`config.mk`:
```
export PLATFORM = sky130hd
export DESIGN_NAME = pulse_rate_estimator
export DESIGN_NICKNAME = d
export VERILOG_FILES = /design/src/pre_pkg.sv /design/src/pulse_rate_estimator.sv /design/src/pre_ram.sv /design/src/pre_front.sv /design/src/pre_queue.sv /design/src/pre_back.sv
export VERILOG_INCLUDE_DIRS = /design/src /design/src/src
export SDC_FILE = /design/constraint.sdc
export NUM_CORES = 1
export LEC_CHECK = 0
export ABC_AREA = 1
export BUFFER_PORTS_ARGS = -buffer_cell sky130_fd_sc_hd__buf_4
export CAP_MARGIN = 10
export CELL_PAD_IN_SITES_DETAIL_PLACEMENT = 1
export CELL_PAD_IN_SITES_GLOBAL_PLACEMENT = 2
export CORE_ASPECT_RATIO = 1.2
export CORE_MARGIN = 5
export CORE_UTILIZATION = 43
export CTS_BUF_LIST = sky130_fd_sc_hd__clkbuf_8
export CTS_CLUSTER_SIZE = 10
export DETAILED_ROUTE_END_ITERATION = 8
export HOLD_SLACK_MARGIN = 0.02
export PLACE_DENSITY_LB_ADDON = 0.1
export RECOVER_POWER = 100
export SETUP_SLACK_MARGIN = 0.02
export SYNTH_ARGS = -nofsm -noshare
export SYNTH_HDL_FRONTEND = slang
export SYNTH_HIERARCHICAL = 1
export SYNTH_SLANG_ARGS = --single-unit
```
`constraint.sdc`:
```
create_clock -name clk -period 7.7 [get_ports clk]
set_clock_uncertainty 0.15 [all_clocks]
set_input_delay 1.155 -clock clk [delete_from_list [all_inputs] [get_ports clk]]
set_output_delay 1.155 -clock clk [all_outputs]
set_load 0.005 [all_outputs]
```
`src/pulse_rate_estimator_defines.svh`:
```
// assertion macros shared by the pulse rate estimator
`ifndef PULSE_RATE_ESTIMATOR_DEFINES_SVH
`define PULSE_RATE_ESTIMATOR_DEFINES_SVH
`ifndef SYNTHESIS
// same-cycle implication
`define PRE_ASSERT_NOW(label, clk, rst_n, ante, cons) \
	label: assert property (@(posedge clk) disable iff (!rst_n) (ante) |-> (cons)) \
		else $error("pulse rate estimator check failed");
// next-cycle implication
`define PRE_ASSERT_NEXT(label, clk, rst_n, ante, cons) \
	label: assert property (@(posedge clk) disable iff (!rst_n) (ante) |=> (cons)) \
		else $error("pulse rate estimator check failed");
`else
`define PRE_ASSERT_NOW(label, clk, rst_n, ante, cons)
`define PRE_ASSERT_NEXT(label, clk, rst_n, ante, cons)
`endif
`endif

```
`src/pre_pkg.sv`:
```
package pre_pkg;

	// input item
	typedef struct packed {
		logic [15:0] reading;
		logic [31:0] timestamp_us;
	} pre_in_t;

	// result item
	typedef struct packed {
		logic [15:0] bpm_q8;
		logic        beat_accepted;
	} pre_out_t;

	// live register values
	typedef struct packed {
		logic [15:0] lo_thresh;
		logic [15:0] hi_thresh;
		logic [23:0] min_interval_us;
		logic [23:0] max_interval_us;
	} pre_cfg_t;

	// classified item handed from front to back
	typedef struct packed {
		logic        accepted;
		logic [23:0] interval;
	} pre_rec_t;

	// register indexes
	localparam logic [1:0] REG_LO_THRESH    = 2'd0;
	localparam logic [1:0] REG_HI_THRESH    = 2'd1;
	localparam logic [1:0] REG_MIN_INTERVAL = 2'd2;
	localparam logic [1:0] REG_MAX_INTERVAL = 2'd3;

	// register reset values
	localparam logic [15:0] LO_THRESH_RST    = 16'd24576;
	localparam logic [15:0] HI_THRESH_RST    = 16'd40960;
	localparam logic [23:0] MIN_INTERVAL_RST = 24'd300000;
	localparam logic [23:0] MAX_INTERVAL_RST = 24'd1500000;

	// 60e6 us per minute times 256 for q8
	localparam logic [63:0] BPM_NUM_UNIT = 64'd15360000000;
	localparam logic [15:0] BPM_SAT      = 16'hFFFF;

	// back end sequencer
	typedef enum logic [2:0] {
		ST_IDLE,
		ST_READ,
		ST_CHECK,
		ST_DIV,
		ST_DONE
	} pre_state_t;

endpackage

```
`src/pulse_rate_estimator.sv`:
```
// Pulse rate estimator: a hysteresis beat detector on 16-bit readings with microsecond
// timestamps, averaging the last RING_DEPTH in-range beat intervals into a Q8.8 BPM
// figure (0 until the interval ring has filled, saturating at 65535). Every input item
// gives exactly one result item carrying the held BPM and a beat flag. Items are
// classified on entry and wait in a two-item queue for the back end. In the back end
// an item without an accepted beat goes straight to the done state, an accepted beat
// that leaves the ring short of full first passes the read state, and one that leaves
// the ring full then also passes the check state and the 16-step restoring divider
// that forms the quotient one bit a cycle (skipped when the figure saturates); the
// done state loads the output register once it is free. Registers are written on
// cfg_we with cfg_index 0..3 (low threshold, high threshold, minimum interval,
// maximum interval) and must only be changed while no item is in flight.
module pulse_rate_estimator
	import pre_pkg::*;
#(
	parameter int RING_DEPTH = 8
) (
	input  logic        clk,
	input  logic        arst_n,
	input  logic        in_valid,
	output logic        in_ready,
	input  pre_in_t     in_item,
	output logic        out_valid,
	input  logic        out_ready,
	output pre_out_t    out_item,
	input  logic        cfg_we,
	input  logic [1:0]  cfg_index,
	input  logic [23:0] cfg_data
);

	pre_cfg_t cfg_q;
	logic     q_full;
	logic     push;
	pre_rec_t push_rec;
	logic     pop;
	logic     q_valid;
	pre_rec_t q_rec;

	// configuration registers
	always_ff @(posedge clk or negedge arst_n) begin
		if (!arst_n) begin
			cfg_q.lo_thresh       <= LO_THRESH_RST;
			cfg_q.hi_thresh       <= HI_THRESH_RST;
			cfg_q.min_interval_us <= MIN_INTERVAL_RST;
			cfg_q.max_interval_us <= MAX_INTERVAL_RST;
		end else if (cfg_we) begin
			case (cfg_index)
				REG_LO_THRESH:    cfg_q.lo_thresh       <= cfg_data[15:0];
				REG_HI_THRESH:    cfg_q.hi_thresh       <= cfg_data[15:0];
				REG_MIN_INTERVAL: cfg_q.min_interval_us <= cfg_data;
				REG_MAX_INTERVAL: cfg_q.max_interval_us <= cfg_data;
				default: ;
			endcase
		end
	end

	pre_front u_front (
		.clk     (clk),
		.arst_n  (arst_n),
		.in_valid(in_valid),
		.in_ready(in_ready),
		.in_item (in_item),
		.cfg     (cfg_q),
		.q_full  (q_full),
		.push    (push),
		.rec     (push_rec)
	);

	pre_queue u_queue (
		.clk      (clk),
		.arst_n   (arst_n),
		.push     (push),
		.push_rec (push_rec),
		.full     (q_full),
		.pop      (pop),
		.pop_valid(q_valid),
		.pop_rec  (q_rec)
	);

	pre_back #(
		.RING_DEPTH(RING_DEPTH)
	) u_back (
		.clk      (clk),
		.arst_n   (arst_n),
		.q_valid  (q_valid),
		.q_rec    (q_rec),
		.pop      (pop),
		.out_valid(out_valid),
		.out_ready(out_ready),
		.out_item (out_item)
	);

endmodule

```
`src/pre_ram.sv`:
```
module pre_ram #(
	parameter int WIDTH = 24,
	parameter int DEPTH = 8
) (
	input  logic                                    clk,
	input  logic                                    we,
	input  logic [(DEPTH > 1 ? $clog2(DEPTH) : 1)-1:0] waddr,
	input  logic [WIDTH-1:0]                        wdata,
	input  logic                                    re,
	input  logic [(DEPTH > 1 ? $clog2(DEPTH) : 1)-1:0] raddr,
	output logic [WIDTH-1:0]                        rdata
);

	logic [WIDTH-1:0] mem_q [DEPTH];

	// one write port, one registered read port
	always_ff @(posedge clk) begin
		if (we) begin
			mem_q[waddr] <= wdata;
		end
		if (re) begin
			rdata <= mem_q[raddr];
		end
	end

endmodule

```
`src/pre_front.sv`:
```
module pre_front
	import pre_pkg::*;
(
	input  logic     clk,
	input  logic     arst_n,
	input  logic     in_valid,
	output logic     in_ready,
	input  pre_in_t  in_item,
	input  pre_cfg_t cfg,
	input  logic     q_full,
	output logic     push,
	output pre_rec_t rec
);

	logic        rising_q;
	logic [31:0] last_edge_q;
	logic        set_edge;
	logic        clr_edge;
	logic [31:0] interval;

	assign in_ready = !q_full;
	assign push     = in_valid && in_ready;

	// hysteresis: only the test matching the current flag is made
	assign set_edge = !rising_q && (in_item.reading > cfg.hi_thresh);
	assign clr_edge = rising_q && (in_item.reading < cfg.lo_thresh);
	assign interval = in_item.timestamp_us - last_edge_q;

	// classify the item for the back end
	always_comb begin
		rec.interval = interval[23:0];
		rec.accepted = set_edge
			&& (interval > {8'h00, cfg.min_interval_us})
			&& (interval < {8'h00, cfg.max_interval_us});
	end

	// flag and edge time
	always_ff @(posedge clk or negedge arst_n) begin
		if (!arst_n) begin
			rising_q    <= 1'b0;
			last_edge_q <= '0;
		end else if (push) begin
			if (set_edge) begin
				rising_q    <= 1'b1;
				last_edge_q <= in_item.timestamp_us;
			end else if (clr_edge) begin
				rising_q <= 1'b0;
			end
		end
	end

endmodule

```
`src/pre_queue.sv`:
```
module pre_queue
	import pre_pkg::*;
(
	input  logic     clk,
	input  logic     arst_n,
	input  logic     push,
	input  pre_rec_t push_rec,
	output logic     full,
	input  logic     pop,
	output logic     pop_valid,
	output pre_rec_t pop_rec
);

	pre_rec_t   buf_q [2];
	logic       wr_ptr_q;
	logic       rd_ptr_q;
	logic [1:0] count_q;

	assign full      = (count_q == 2'd2);
	assign pop_valid = (count_q != 2'd0);
	assign pop_rec   = buf_q[rd_ptr_q];

	// entry storage
	always_ff @(posedge clk) begin
		if (push) begin
			buf_q[wr_ptr_q] <= push_rec;
		end
	end

	// pointers and fill count
	always_ff @(posedge clk or negedge arst_n) begin
		if (!arst_n) begin
			wr_ptr_q <= 1'b0;
			rd_ptr_q <= 1'b0;
			count_q  <= 2'd0;
		end else begin
			if (push) begin
				wr_ptr_q <= !wr_ptr_q;
			end
			if (pop) begin
				rd_ptr_q <= !rd_ptr_q;
			end
			if (push && !pop) begin
				count_q <= count_q + 2'd1;
			end else if (pop && !push) begin
				count_q <= count_q - 2'd1;
			end
		end
	end

endmodule

```
`src/pre_back.sv`:
```
`include "pulse_rate_estimator_defines.svh"
module pre_back
	import pre_pkg::*;
#(
	parameter int RING_DEPTH = 8
) (
	input  logic     clk,
	input  logic     arst_n,
	input  logic     q_valid,
	input  pre_rec_t q_rec,
	output logic     pop,
	output logic     out_valid,
	input  logic     out_ready,
	output pre_out_t out_item
);

	localparam int PTR_W = (RING_DEPTH > 1) ? $clog2(RING_DEPTH) : 1;
	localparam int CNT_W = $clog2(RING_DEPTH + 1);
	localparam int SUM_W = 24 + $clog2(RING_DEPTH);
	localparam logic [SUM_W+15:0] NUM_C = (SUM_W + 16)'(BPM_NUM_UNIT * 64'(RING_DEPTH));
	localparam logic [SUM_W-1:0]  NUM_HI = SUM_W'(NUM_C >> 16);
	localparam logic [15:0]       NUM_LO = NUM_C[15:0];
	localparam logic [PTR_W-1:0]  PTR_LAST = PTR_W'(RING_DEPTH - 1);
	localparam logic [CNT_W-1:0]  CNT_FULL = CNT_W'(RING_DEPTH);

	pre_state_t       state_q;
	pre_state_t       state_d;
	logic [23:0]      interval_q;
	logic [PTR_W-1:0] pos_q;
	logic [CNT_W-1:0] count_q;
	logic [SUM_W-1:0] sum_q;
	logic [15:0]      held_q;
	logic             beat_q;
	logic [SUM_W-1:0] rem_q;
	logic [15:0]      quo_q;
	logic [3:0]       bit_q;
	logic             out_valid_q;
	pre_out_t         out_q;

	logic             ram_re;
	logic             ram_we;
	logic [23:0]      ram_rdata;
	logic             out_load;
	logic [SUM_W-1:0] old_entry;
	logic [SUM_W-1:0] sum_new;
	logic             will_fill;
	logic [SUM_W:0]   trial;
	logic             trial_ge;
	logic             sat;

	pre_ram #(
		.WIDTH(24),
		.DEPTH(RING_DEPTH)
	) u_ring (
		.clk  (clk),
		.we   (ram_we),
		.waddr(pos_q),
		.wdata(interval_q),
		.re   (ram_re),
		.raddr(pos_q),
		.rdata(ram_rdata)
	);

	// ring update: entries beyond the fill count read as zero
	assign old_entry = (count_q == CNT_FULL) ? SUM_W'(ram_rdata) : '0;
	assign sum_new   = sum_q - old_entry + SUM_W'(interval_q);
	assign will_fill = (count_q >= CNT_FULL - CNT_W'(1));

	// restoring division step and saturation test
	assign trial    = {rem_q, NUM_LO[bit_q]};
	assign trial_ge = (trial >= {1'b0, sum_q});
	assign sat      = (NUM_C >= {sum_q, 16'h0000});

	// next state
	always_comb begin
		state_d = state_q;
		case (state_q)
			ST_IDLE: begin
				if (q_valid) begin
					state_d = q_rec.accepted ? ST_READ : ST_DONE;
				end
			end
			ST_READ:  state_d = will_fill ? ST_CHECK : ST_DONE;
			ST_CHECK: state_d = sat ? ST_DONE : ST_DIV;
			ST_DIV: begin
				if (bit_q == 4'd0) begin
					state_d = ST_DONE;
				end
			end
			ST_DONE: begin
				if (!out_valid_q || out_ready) begin
					state_d = ST_IDLE;
				end
			end
			default: state_d = ST_IDLE;
		endcase
	end

	// sequencer outputs
	always_comb begin
		pop      = 1'b0;
		ram_re   = 1'b0;
		ram_we   = 1'b0;
		out_load = 1'b0;
		case (state_q)
			ST_IDLE: begin
				pop    = q_valid;
				ram_re = q_valid && q_rec.accepted;
			end
			ST_READ: ram_we = 1'b1;
			ST_DONE: out_load = !out_valid_q || out_ready;
			default: ;
		endcase
	end

	always_ff @(posedge clk or negedge arst_n) begin
		if (!arst_n) begin
			state_q <= ST_IDLE;
		end else begin
			state_q <= state_d;
		end
	end

	// ring bookkeeping and held figure
	always_ff @(posedge clk or negedge arst_n) begin
		if (!arst_n) begin
			pos_q   <= '0;
			count_q <= '0;
			sum_q   <= '0;
			held_q  <= '0;
			beat_q  <= 1'b0;
		end else begin
			case (state_q)
				ST_IDLE: begin
					if (q_valid) begin
						beat_q <= q_rec.accepted;
					end
				end
				ST_READ: begin
					sum_q <= sum_new;
					pos_q <= (pos_q == PTR_LAST) ? '0 : pos_q + PTR_W'(1);
					if (count_q != CNT_FULL) begin
						count_q <= count_q + CNT_W'(1);
					end
				end
				ST_CHECK: begin
					if (sat) begin
						held_q <= BPM_SAT;
					end
				end
				ST_DIV: begin
					if (bit_q == 4'd0) begin
						held_q <= {quo_q[14:0], trial_ge};
					end
				end
				default: ;
			endcase
		end
	end

	// divider datapath
	always_ff @(posedge clk) begin
		if (state_q == ST_IDLE) begin
			interval_q <= q_rec.interval;
		end
		if (state_q == ST_CHECK) begin
			rem_q <= NUM_HI;
			quo_q <= '0;
			bit_q <= 4'd15;
		end else if (state_q == ST_DIV) begin
			rem_q <= trial_ge ? SUM_W'(trial - {1'b0, sum_q}) : trial[SUM_W-1:0];
			quo_q <= {quo_q[14:0], trial_ge};
			bit_q <= bit_q - 4'd1;
		end
	end

	// output register
	always_ff @(posedge clk or negedge arst_n) begin
		if (!arst_n) begin
			out_valid_q <= 1'b0;
		end else if (out_load) begin
			out_valid_q <= 1'b1;
		end else if (out_ready) begin
			out_valid_q <= 1'b0;
		end
	end

	always_ff @(posedge clk) begin
		if (out_load) begin
			out_q.bpm_q8        <= held_q;
			out_q.beat_accepted <= beat_q;
		end
	end

	assign out_valid = out_valid_q;
	assign out_item  = out_q;

	`PRE_ASSERT_NOW(a_count_bound, clk, arst_n, 1'b1, (count_q <= CNT_FULL))
	`PRE_ASSERT_NOW(a_held_zero_until_full, clk, arst_n, (count_q != CNT_FULL), (held_q == 16'h0000))
	`PRE_ASSERT_NEXT(a_idle_keeps_held, clk, arst_n, (state_q == ST_IDLE), $stable(held_q))

endmodule
```
==> impl_metrics.ini, run 1 <==
[die]
start_util_pct = 43.44
num_io_pins = 98
fp.dieH_um = 301.1
die_w_um = 252.6
coreArea_um2 = 69890
row_count = 106
die_area_um2 = 76040

[cells_and_area]
layout-drive-gt1-share_pct = 8.754
fin_nets = 4031
syn_to_final_growth_pct = 10.09
fin_area_um2 = 33420

[power_and_ir_drop]
pwr-share-clk_pct = 16.4
power_density_nw_per_um2 = 476.3
comb_power_share_pct = 53.8
switchingPower_mw = 7.571
p_int_mw = 8.349
vdd_drop_max_mv = 0.3278
p_leak_nw = 16.55
switching_share_pct = 47.56
seqPwrFrac_pct = 29.8

[logic_synthesis]
avgSynthCellArea_um2 = 8.318
yosys.area.top_type = edfxtp_1
ys_seq_elements = 525
syn_inst = 3650
ys_top_cells_by_count = 1092 x nand2_1, 687 x inv_1, 307 x edfxtp_1
yosys_warnings = 6
synth_fa_ha_area_share_pct = 8.762
synth_most_common_cell = nand2_1
synth_top_cell_area_share_pct = 30.37
synth_top_family_by_area = simple AND/OR/NAND/NOR gates
synthArstFlopShare_pct = 32.76
synth_area_um2 = 30360
synth.distinct_cells = 62
synthMuxAreaShare_pct = 1.162
ys_top_cells_by_area = edfxtp_1 30%, nand2_1 14%, dfrtp_1 12%
synth_nets = 3926
synthSimpleGateAreaFrac_pct = 24.48
synth-compound-area-share_pct = 5.770
synth_xor_area_share_pct = 1.529
synth_ff_type = edfxtp_1
synth_edf_count = 307
ys_seq_area_share_pct = 47.67

[outcome]
violations = capacitance limit, slew limit
outcome = finished with violations

[setup_path]
arrival_ns = 5.63
critPathLaunchType = flop
endpoint_kind = flop
cp_cell_sequence = nor3_1 > clkbuf_1 > nand2_1 > nor2_1
cp.required_ns = 7.77
critical_path_class = reg -> reg
crit_fanout = 41
startpoint = u_back/state_q[2]$_DFFE_PN0P_
critPathBufInv = 1
critPathTopFamily = simple AND/OR/NAND/NOR gates
slowest_stage = nor2_1
slowest_delay_ns = 2.40
timing.rr.start = u_back/state_q[2]$_DFFE_PN0P_

[sta]
max_freq_mhz = 179.8
hold_viol_final = 0
fin_ws_ns = 2.140
grt_setup_unrepaired = no
slew_viol_final = 565
min_period_ns = 5.560
tightest_slew_ns = 4.784
slew_headroom_pct = -218.9
fin_setup_tns_ns = 0
final.period_utilization_pct = 72.21
setup_viol = 0

[clocking]
ctsResizeCount = 0
htree_levels = 3
cts_setup_buffers = 0
cts_buffers = 90
cts_root_buf = clkbuf_8
clk_pin_slew_ns = 0.06
clock_latency_ns = 0.71
cts_tree = done
clkSinkCount = 525
cts_buffer_depth = 3
cts.hold.buffers_added = 0

[routing]
dr.first_iter.drc_count = 957
wirelength_um = 92030
ant_nets = 0
wl_per_cell_um = 19.39
route.detailed.drc = 0
vias = 24150
vias_per_cell = 5.088
drtPass1Iterations = 5

[place]
hpwl_um = 67260
io_buffers = 97
postPlaceCellArea_um2 = 31840
post-place-ws_ns = 2.893
gp_congestion = 0.8945

[global_routing]
grt_pass1_wl_um = 144600
grt_pass1_vias = 26410
grt_max_degree = 103
antenna_found_initial = 1
grtUsageTotal_pct = 24.15
grt_overflow = 0

[min_path]
worstHoldPathType = reg -> reg
hp-start = u_back/held_q[12]$_DFFE_PN0P_

[run]
drv_cap = 16
-- layout by cell type, fill, tap and decap left out, types with 46 or more instances in the layout --
| cell type | count |
|---|---|
| a21oi_1 | 114 |
| buf_4 | 81 |
| clkbuf_8 | 99 |
| dfrtp_1 | 148 |
| dfxtp_1 | 46 |
| edfxtp_1 | 307 |
| ha_1 | 171 |
| inv_1 | 714 |
| nand2_1 | 1101 |
| nand3_1 | 218 |
| nand4_1 | 94 |
| nor2_1 | 229 |
| o21ai_0 | 135 |
-- layout make-up --
cell class | count | area, um^2
Inverter | 702 | 2635
Multi-Input combinational cell | 2323 | 12520
Clock buffer | 98 | 1349
Tap cell | 918 | 1149
Timing Repair Buffer | 113 | 790.8
Sequential cell | 525 | 14470
Clock inverter | 66 | 503.0
Antenna cell | 1 | 2.502
Fill cell | 8473 | 36470
-- cell families (layout without fill, tap and decap cells) --
| logic type | count (synthesis) | after routing |
|---|---|---|
| simple gates | 1734 | 1734 |
| compound gates | 314 | 314 |
| buf+inv | 802 | 979 |
| xor+xnor | 53 | 53 |
| mux | 25 | 25 |
| other cells | 0 | 1 |
| fa+ha+maj | 197 | 197 |
| flops | 525 | 525 |
-- through the flow --
stage	instances	utilization [%]	power, mW	hold slack [ns]
3_5_place_dp	4580	45.55	13.52	0.2854
3_3_place_gp	4580	45.55	13.20	0.2840
4_1_cts	4744	48.20	16.25	0.3059
5_1_grt	4746	47.82	17.37	0.3243
2_1_floorplan	3650	-	10.67	0.2686
6_report	4746	47.82	15.92	0.3075
-- metal layers --
metal / track usage, % / wire, um
met5: 0 / 0
met4: 8.040 / 3046
met3: 3.226 / 3064
met2: 45.36 / 48620
met1: 28.22 / 37300
-- power by group through the flow --
| stage | Sequential [mW] | Combinational (mW) | Clock, mW |
|---|---|---|---|
| floorplan | 4.50 | 6.17 | 0 |
| global placement | 4.76 | 8.45 | 0 |
| detailed placement | 4.81 | 8.71 | 0 |
| CTS | 4.76 | 8.78 | 2.71 |
| global route | 4.83 | 9.70 | 2.84 |
| finish | 4.74 | 8.56 | 2.62 |
-- path summary, 6_finish.rpt --
path                                                       end  slack (ns)  depth (start not counted)
setup / recovery           u_back/u_ring/mem_q[2][6]$_DFFE_PP_        2.14                          4
hold / removal                   u_back/out_item[13]$_DFFE_PP_        0.31                          0
setup reg to reg           u_back/u_ring/mem_q[2][6]$_DFFE_PP_        2.14                          4
hold reg to reg                  u_back/out_item[13]$_DFFE_PP_        0.31                          0
max in group asynchronous                cfg_q[45]$_DFFE_PN0P_        5.35                          2
min in group asynchronous                 cfg_q[1]$_DFFE_PN0P_        0.49                          1
-- flip-flops by register name, summed over array words and instances, names as in the netlist, 4 cells and up --
signal	cells
u_back/quo_q	15
u_back/interval_q	24
u_back/bit_q	4
u_back/u_ring/mem_q	192
u_back/sum_q	27
u_back/count_q	4
u_back/held_q	16
u_back/u_ring/rdata	24
u_queue/buf_q	50
u_back/rem_q	27
cfg_q	80
u_front/last_edge_q	32
u_back/out_item	17
Power figures use the tool's default switching activity.
==> inputs of run 2 (changes only) <==
--- a/config.mk
+++ b/config.mk
@@ -6,14 +6,14 @@
 export SDC_FILE = /design/constraint.sdc
 export NUM_CORES = 1
 export LEC_CHECK = 0
-export ABC_AREA = 1
+export ABC_AREA = 0
 export BUFFER_PORTS_ARGS = -buffer_cell sky130_fd_sc_hd__buf_4
 export CAP_MARGIN = 10
 export CELL_PAD_IN_SITES_DETAIL_PLACEMENT = 1
 export CELL_PAD_IN_SITES_GLOBAL_PLACEMENT = 2
 export CORE_ASPECT_RATIO = 1.2
 export CORE_MARGIN = 5
-export CORE_UTILIZATION = 43
+export CORE_UTILIZATION = 45
 export CTS_BUF_LIST = sky130_fd_sc_hd__clkbuf_8
 export CTS_CLUSTER_SIZE = 10
 export DETAILED_ROUTE_END_ITERATION = 8
==> constraint.sdc (replaced) <==
create_clock -name clk -period 5.8 [get_ports clk]
set_clock_uncertainty 0.15 [all_clocks]
set_input_delay 0.87 -clock clk [delete_from_list [all_inputs] [get_ports clk]]
set_output_delay 0.87 -clock clk [all_outputs]
set_load 0.005 [all_outputs]
==> impl_metrics.ini, run 2 <==
[outcome]
outcome = finished with violations
violations = capacitance limit, slew limit

[die]
fp.dieH_um = 278.7
die_w_um = 233.9
start_util_pct = 45.43
num_io_pins = 98
row_count = 98
die_area_um2 = 65190
coreArea_um2 = 59590

[place]
hpwl_um = 48500
postPlaceCellArea_um2 = 28770
post-place-ws_ns = -0.2891
io_buffers = 97
gp_congestion = 0.8034

[clocking]
cts_tree = done
clock_latency_ns = 0.68
cts_buffer_depth = 3
clk_pin_slew_ns = 0.07
htree_levels = 3
cts_root_buf = clkbuf_8
cts_buffers = 88
cts.hold.buffers_added = 0
clkSinkCount = 525

[cells_and_area]
fin_area_um2 = 30320
layout-drive-gt1-share_pct = 19.68
fin_nets = 2603
regMostFlops = u_back/u_ring/mem_q
top_regs = u_back/u_ring/mem_q: 192 flops, cfg_q: 80 flops, u_queue/buf_q: 50 flops
ff_latch_area_um2 = 14480
layout_common_cells = 307 x edfxtp_1, 266 x inv_1, 171 x ha_1
utilization_pct = 50.88
fillers = 6301
syn_to_final_growth_pct = 12.00
final_common_cell = edfxtp_1
largest_reg_flops = 192
multiInputGateArea_um2 = 11110

[setup_path]
crit_fanout = 25
arrival_ns = 5.75
reg2reg_slack_ns = 0.46
critPathLaunchType = flop
critical_path_class = reg -> reg
endpoint_kind = flop
cp.required_ns = 6.21

[logic_synthesis]
synth_area_um2 = 27070
synth_top_cell_area_share_pct = 34.05
syn_inst = 2161
synth_most_common_cell = edfxtp_1
yosys_warnings = 6
synthArstFlopShare_pct = 32.76
avgSynthCellArea_um2 = 12.53
synth_edf_count = 307
ys_top_cells_by_count = 307 x edfxtp_1, 244 x inv_1, 171 x ha_1
synth.distinct_cells = 94
ys_seq_elements = 525
synth_ff_type = edfxtp_1
synth_nets = 2437
ys_top_cells_by_area = edfxtp_1 34%, dfrtp_1 14%, ha_1 7.9%
ys_seq_area_share_pct = 53.45
yosys.area.top_type = edfxtp_1

[sta]
min_period_ns = 5.343
whs_ns = 0.1055
grt_setup_unrepaired = no
fin_setup_tns_ns = 0
hold_viol_final = 0
max_freq_mhz = 187.2
fin_ws_ns = 0.4574
slew_viol_final = 437
slew_headroom_pct = -123.0
final.period_utilization_pct = 92.11
setup_viol = 0
tightest_slew_ns = 3.345

[global_routing]
grt_max_degree = 86
grt_use_met2_pct = 38.12
grt-busiest-layer = met2
antenna_found_initial = 1
gr-usage-met1_pct = 23.87
grt_pass1_wl_um = 105700
grt_overflow = 0
grt_pass1_vias = 19170
grtUsageTotal_pct = 20.55
gr-usage-met3_pct = 2.807

[routing]
vias = 17180
route.detailed.drc = 0
wirelength_um = 66070
drtPass1Iterations = 5
dr.first_iter.drc_count = 692
ant_nets = 0
wl_per_cell_um = 20.65
vias_per_cell = 5.371

[power_and_ir_drop]
power_density_nw_per_um2 = 629.7
vdd_drop_max_mv = 0.3722
p_leak_nw = 12.68

[min_path]
worstHoldPathType = in -> async

[run]
drv_cap = 14
## run 2: cell types whose count changed after synthesis, sizes merged, moves of 48 or more
cell   before  now
nand4      95   23
o21ai     137   86
nand3     221   50
nand2    1125  149
mux4        0   48
nor2      251   92
inv       700  245
mux2       25  164
## run 2: per-layer routing
layer	wire, um	share of wire (%)
met3	1842	2.8
met4	2326	3.5
met1	26290	40
met5	0	0
met2	35620	54
## run 2: final cells by class
type                    instances  area share [%]
inverters                     245           3.033
well taps                     800           3.301
multi-input cells            1325           36.64
clock buffers                  97           4.403
clock inverters                64           1.758
repair buffers                142           3.111
diodes                          1        0.008253
flip-flops and latches        525           47.74
## run 2: cells by family after synthesis
family | after synthesis | synth area share (%)
flip-flops | 525 | 53.45
AND/OR/NAND/NOR | 439 | 7.972
AO/OA/AOI/OAI | 391 | 9.715
buffers and inverters | 311 | 4.945
multiplexers | 225 | 11.73
adder cells (fa/ha/maj) | 197 | 9.826
XOR/XNOR | 73 | 2.362
## run 2: metrics by stage
step,std cells,total power [mW]
2_1_floorplan,2161,13.23
4_1_cts,3198,19.64
5_1_grt,3199,20.70
6_report,3199,19.09
3_5_place_dp,3037,16.01
3_3_place_gp,3037,15.62
## run 2: timing repair
| action | 4_1_cts | 5_1_grt |
|---|---|---|
| buffers inserted | 0 | 0 |
| setup endpoints to repair | 0 | 2 |
| endpoints found under the hold margin | 0 | 0 |
| resized for setup | 0 | 3 |
## run 2: where the power goes
group	internal (mW)	leakage [nW]	switching, mW	total [mW]
sequential	5.46	5.23	0.672	6.13
clock	1.99	1.04	1.51	3.49
combinational	4.01	6.42	5.46	9.47
## run 2: path summary, 6_finish.rpt
| path | from | to | cells past startpoint |
|---|---|---|---|
| hold reg to reg | u_back/quo_q[14]$_SDFFE_PN0N_ | u_back/quo_q[14]$_SDFFE_PN0N_ | 2 |
| max in group asynchronous | arst_n | u_back/beat_q$_DFFE_PN0P_ | 2 |
| setup reg to reg | u_back/count_q[0]$_DFFE_PN0P_ | u_back/sum_q[25]$_DFFE_PN0P_ | 17 |
| setup / recovery | u_back/count_q[0]$_DFFE_PN0P_ | u_back/sum_q[25]$_DFFE_PN0P_ | 17 |
| min in group clk | out_ready | u_back/out_valid$_DFFE_PN0P_ | 2 |
| hold / removal | arst_n | u_back/sum_q[6]$_DFFE_PN0P_ | 1 |
## run 2: worst max-delay path, stage by stage (launching register included)
cell and delay, ns:
dfrtp_1 0.41, inv_1 0.11, ha_1 0.16, nand2_1 0.05, nor2_1 0.08, clkbuf_1 0.67
and2_0 0.25, fa_1 0.42, inv_1 0.11, ha_1 0.30, and3_1 0.21, and3_1 0.19
a2111o_1 0.49, nand3_1 0.16, a31oi_1 0.16, a221oi_1 0.58, mux2_1 0.41, o32ai_1 0.31
